`config.mk`:
```
export PLATFORM = sky130hd
export DESIGN_NAME = rbst_interval
export DESIGN_NICKNAME = d
export VERILOG_FILES = /design/src/hdl/rbst_pkg.sv /design/src/hdl/rbst_interval.sv
export SDC_FILE = /design/constraint.sdc
export NUM_CORES = 1
export LEC_CHECK = 0
export ABC_AREA = 1
export BUFFER_PORTS_ARGS = -buffer_cell sky130_fd_sc_hd__buf_2
export CAP_MARGIN = 20
export CORE_ASPECT_RATIO = 1.5
export CORE_UTILIZATION = 55
export CTS_CLUSTER_DIAMETER = 50
export DETAILED_ROUTE_END_ITERATION = 10
export MAX_ROUTING_LAYER = met4
export PLACE_DENSITY = 0.78
export SLEW_MARGIN = 20
export SYNTH_ARGS = -nofsm -noshare
export SYNTH_HDL_FRONTEND = slang
export SYNTH_SLANG_ARGS = --single-unit
```
`constraint.sdc`:
```
create_clock -name clock -period 2.5 [get_ports clock]
set_clock_uncertainty 0.1 [all_clocks]
set_input_delay 0.125 -clock clock [delete_from_list [all_inputs] [get_ports clock]]
set_output_delay 0.125 -clock clock [all_outputs]
set_load 0.01 [all_outputs]
```
`src/hdl/rbst_pkg.sv`:
```
`default_nettype none
// ----------------------------------------------------------------------------
// rbst_pkg
// shared types and constants for the ray against box slab test unit
// ----------------------------------------------------------------------------
package rbst_pkg;

   localparam int FRAC_BITS_DEF = 16;
   localparam int DATA_W        = 32;
   localparam int CSR_ADDR_W    = 5;

   // register indexes
   localparam logic [2:0] REG_BOX_MIN_X = 3'd0;
   localparam logic [2:0] REG_BOX_MIN_Y = 3'd1;
   localparam logic [2:0] REG_BOX_MIN_Z = 3'd2;
   localparam logic [2:0] REG_BOX_MAX_X = 3'd3;
   localparam logic [2:0] REG_BOX_MAX_Y = 3'd4;
   localparam logic [2:0] REG_BOX_MAX_Z = 3'd5;

   localparam logic signed [31:0] S32_MAX = 32'sh7FFF_FFFF;
   localparam logic signed [31:0] S32_MIN = 32'sh8000_0000;

   typedef struct packed {
      logic signed [31:0] origin_x;
      logic signed [31:0] origin_y;
      logic signed [31:0] origin_z;
      logic signed [31:0] dir_x;
      logic signed [31:0] dir_y;
      logic signed [31:0] dir_z;
   } req_type;

   typedef struct packed {
      logic               hit;
      logic signed [31:0] t_enter;
      logic signed [31:0] t_exit;
   } rsp_type;

endpackage
`default_nettype wire

```
`src/hdl/rbst_interval.sv`:
```
`default_nettype none
// ----------------------------------------------------------------------------
// rbst_interval
// narrows the entry and exit interval over y then z, forms the result
// ----------------------------------------------------------------------------
module rbst_interval (
   input  wire logic               clock,
   input  wire logic               en,
   input  wire logic signed [31:0] tx0,
   input  wire logic signed [31:0] tx1,
   input  wire logic signed [31:0] ty0,
   input  wire logic signed [31:0] ty1,
   input  wire logic signed [31:0] tz0,
   input  wire logic signed [31:0] tz1,
   output rbst_pkg::rsp_type       result
);
   import rbst_pkg::*;

   logic               hit1_ff;
   logic signed [31:0] lo1_ff, hi1_ff, tz0_ff, tz1_ff;
   rsp_type            res_ff;
   logic               hit2;

   assign hit2 = hit1_ff && !(lo1_ff > tz1_ff || hi1_ff < tz0_ff);

   always_ff @(posedge clock) begin
      if (en) begin
         hit1_ff <= !(tx0 > ty1 || tx1 < ty0);
         lo1_ff  <= (ty0 > tx0) ? ty0 : tx0;
         hi1_ff  <= (ty1 < tx1) ? ty1 : tx1;
         tz0_ff  <= tz0;
         tz1_ff  <= tz1;
         res_ff.hit     <= hit2;
         res_ff.t_enter <= !hit2 ? 32'sd0 : ((tz0_ff > lo1_ff) ? tz0_ff : lo1_ff);
         res_ff.t_exit  <= !hit2 ? 32'sd0 : ((tz1_ff < hi1_ff) ? tz1_ff : hi1_ff);
      end
   end

   assign result = res_ff;

endmodule
`default_nettype wire
```
; Yosys cells after proc, flatten, opt, wreduce, memory -nomap -nowiden
; Index checks and enable logic that the tools add are counted.
[word_totals]
regBits = 194
inputBits = 194
out_inout_bits = 65
wordCells = 25
[classes]
order_cmp = 8
muxes = 4
n_reduce_logical = 5
[ops]
columns = op, n
row1 = $gt 32x32->1, 4
row2 = $lt 32x32->1, 4
row3 = $mux 32, 4
row4 = $logic_not 1->1, 2
row5 = $logic_or 1x1->1, 2
row6 = $logic_and 1x1->1, 1

; Longest topological paths before layout
[depth]
word_depth = 4
mapped_depth = 20
mapped_depth_nobuf = 19

; Least setup slack after synthesis
; No wires, ideal clock.
[synth_path]
kind = register to register
start = reg lo1_ff[31]
end = reg res_ff (netlist bit result[33]) (data pin)
setup_ns = 0.249
t_arrival_ns = 1.819
t_required_ns = 2.151
setup_slack_ns = 0.331
path_stages_with_launch = 15
n_path_buf = 1
period_less_slack_ns = 2.169
path_cell_list = edfxtp_1 > inv_1 > ha_1 > a21oi_1 > o21a_1 > nand2_1 > a21oi_1 > nand2_1 > nand2_2 > nand3_2 > buf_4 > nand2_1 > nand2_1 > nand2_1 > inv_1
[synth_between]
elab_chain_cells = 4
word_cells_on_any_way = 6
cone_classes = order compare: 2 / mux: 1 / reduce/logical: 3
[synth_lines]
columns = element, line_no
row1 = "start, declared", rbst_interval.sv:20  ; logic signed [31:0] lo1_ff, hi1_ff, tz0_ff, tz1_ff;
row2 = "start signal, assigned", rbst_interval.sv:29  ; lo1_ff <= (ty0 > tx0) ? ty0 : tx0;
row3 = $gt 32x32->1, rbst_interval.sv:24  ; assign hit2 = hit1_ff && !(lo1_ff > tz1_ff || hi1_ff < tz0_ff);
row4 = $logic_or 1x1->1, rbst_interval.sv:24
row5 = $logic_not 1->1, rbst_interval.sv:24
row6 = $logic_and 1x1->1, rbst_interval.sv:24
row7 = "end, declared", rbst_interval.sv:21  ; rsp_type res_ff;
; Several ways; a longest one is shown, not always the timed one.
; A chain may end at the register's enable or synchronous reset.

; Final worst setup path
[layout_path]
start = reg lo1_ff[1]
end = reg res_ff (netlist bit result[45]) (data pin)
; Same word-level chain as after synthesis.

==> metrics.txt <==
slew margin rel. 69.5%; Worst Setup End Kind flop; first-pass GRT wire length 70500 um; Bufs and invs on worst path 3; port bufs 258; worst hold path stage count 3; Min Clock Period, post-route 2.73 ns; Power Density 576 mW/mm^2; sequential area share after synthesis 38.5%; drt drc 0; initial DRC count 1234; R2R cell count 18; Hold Path Origin ty0[13]; run status finished, violations left; top cells by count, synth nand2_1 (446), inv_1 (374), ha_1 (252), edfxtp_1 (194), nand3_1 (150); RSZ-0062 raised after global routing true; share of cells above drive strength 1 24.8%; Sw Pwr 4.38 mW; Max Cap Viol 0; reg-to-reg setup timing slack -0.23 ns; Peak VDD IR 1010 uV; leakage power 11.3 nW; Worst-Skew Late Latency 0.47 ns; Final WS setup -0.228 ns; Req. time, crit path 2.62 ns; stages on the worst setup path 18; R2R Path Start lo1_ff[1]; max incr delay on CP 0.57 ns; synthesized area 0.0151 mm^2; Initial Utilization 55.8%; vias in the first global route 14500; GRT Total Usage 33.8%; count leader, synth nand2_1; die area 0.0282 mm^2; f_max 0.367 GHz; Hold Fails Final Rpt 0; dominant cells by area after synthesis edfxtp_1 (39%), ha_1 (21%), nand2_1 (11%); Die Wd 137 um; core area 0.0271 mm^2; Critical Path Fanout Max 16; Layout Nets 2787; drt pass-1 iters 6; crit-path leading delay family simple AND/OR/NAND/NOR gates; failing checks negative setup slack; H-tree depth 4; Reg clk slew, reported paths 0.07 ns; RePlAce Congestion 0.949; Syn Inst Count 1830; Worst-Margin Slew 0.457 ns; Filler Cell Count 1727; clock share of power 22.9%; WL/cell 19.2 um; worst hold path class input pin to flop; CTS root buffer clkbuf_16; Comb power frac 41.3%; vias 15500; mean area per synthesized cell 8.27 um^2; Netlist cell types 35; Worst Setup Start Kind flop; initial antenna violation count 1; routed wire length 51700 um; top-area cell type share of the netlist area 38.5%; worst hold slack 0.0143 ns; TritonCTS Buffers 17; Crit path top cell by count nand2_1; async set-reset flop share out of synthesis 0%; Net Count, Synth 2276; Post-Place Worst Slack -0.0448 ns; Die H 205 um; number of synthesized flops with an enable pin 194; crit path max-delay cell type edfxtp_1; row count 74; pin count of the biggest net entering global routing 80; HPWL Detailed 32800 um; Clock Tree Buf Depth 2; final setup fails 63; CP cell instances inv_2, ha_4, nand2_1, nand2_1, nand2_1, nand2_1, nand2_1, nand2_1, nand2_1, nand2_1, nand2_2, nand3_2, nand3_4, clkbuf_16, nand2_1, nand2_1, nand2_1, inv_1; reg2reg end result[45]; #FFs+latches synth 194; yosys warns 0; clock sinks 194; leading area contributor after synthesis edfxtp_1; post-route ant nets 0; Layout area overhead 39.4%; final period utilization 109%; Hold Path Sink lo1_ff[13]; Synth Flop Type edfxtp_1; critical path class flop to flop; number of I/O pins 259; Net Sw Frac 36.1%; internal power 7.77 mW; Avg Vias per Cell 5.75; share of power burned in registers 35.9%; crit path DAT 2.85 ns; CTS tree built; final-report max-slew violation count 0; GRT Residual Overflow 0
[tightest hold or removal path, delay by kind of cell]
| family | cells | cell delay (ns) |
|---|---|---|
| simple gates | 2 | 0.20 |
| buf+inv | 1 | 0.12 |
[routing by layer]
layer | global-route usage [%] | up-vias | routed length (um) | share of wire, %
li1 | - | 7140 | - | -
met1 | 39.0 | 7065 | 18500 | 36
met2 | 56.7 | 967 | 25500 | 49
met3 | 4.06 | 329 | 3720 | 7.2
met4 | 17.8 | 0 | 3920 | 7.6
met5 | - | - | 0 | 0
[kinds of logic (layout without fill, tap and decap cells)]
group	Yosys count	count (layout)	synth area share [%]
other	0	1	0
DFF	194	194	38.5
buffers and inverters	431	955	11.6
adders and majority gates	252	252	20.8
and+or+nand+nor	775	775	22.8
AOI/OAI and AO/OA	178	178	6.20
[area by class of cell]
class | instances | area (um^2) | share of cell area, %
tap | 342 | 428 | 2.03
antenna | 1 | 2.50 | 0.0119
timing repair buffer | 546 | 4420 | 21.0
inverter | 377 | 1420 | 6.71
multi-input combinational | 1205 | 8400 | 39.9
sequential | 194 | 5830 | 27.6
clock buffer | 20 | 437 | 2.07
clock inverter | 12 | 154 | 0.730
[registers in the layout, summed over array words and instances (netlist names)]
signal	cells
result	65
tz0_ff	32
lo1_ff	32
tz1_ff	32
hi1_ff	32
hit1_ff	1
[how the worst max path moves through the flow]
stage / start / to / slack, ns
final: lo1_ff[1] / result[45] / -0.23
after global routing: lo1_ff[1] / result[50] / -0.28
after CTS: tz0_ff[5] / result[11] / 0.01
after detailed placement: hi1_ff[27] / result[20] / -0.04
after global placement: tx0[15] / lo1_ff[25] / 0.03
after floorplan: lo1_ff[31] / result[33] / 0.33
[through the flow]
stage	cell area (um^2)	util, %	cells	TNS [ns]	total power [mW]
floorplan	15100	-	1830	0	6.61
global placement	17000	62.8	2424	0	7.71
detailed placement	17000	62.8	2424	-0.0802	7.87
CTS	19500	71.9	2642	0	10.9
global route	21100	77.7	2697	-14.63	12.8
finish	21100	77.7	2697	-6.18	12.2
[power by group through the flow]
stage	Combinational [mW]	Sequential, mW	Clock (mW)
6_report	5.01	4.36	2.78
5_1_grt	5.46	4.38	2.91
4_1_cts	3.76	4.32	2.78
3_5_place_dp	3.48	4.39	0
3_3_place_gp	3.33	4.38	0
2_1_floorplan	2.29	4.33	0
[cell usage in the layout (no fill, tap or decap), drive strengths merged]
master,n
nand2,449
inv,379
buf,346
ha,252
edfxtp,194
dlygate4sd3,185
nand3,156
a21oi,118
nand4,87
nor2,65
o21ai,39
clkbuf,35
nor3,10
o21a,6
clkinv,6
nor4,5
a211oi,4
a21o,4
a31oi,4
bufinv,3
nand3b,2
o211ai,2
diode,1
or2,1
a21boi,1
clkinvlp,1
[repair_timing]
item / 4_1_cts / 5_1_grt
hold endpoints to repair: 128 / 0
cloned: 0 / 18
hold buffers: 185 / 0
pin swaps: 0 / 60
buffers inserted: 1 / 36
gates resized for setup: 6 / 220
endpoints found under the setup margin: 17 / 116
(Power assumes the default switching activity.)
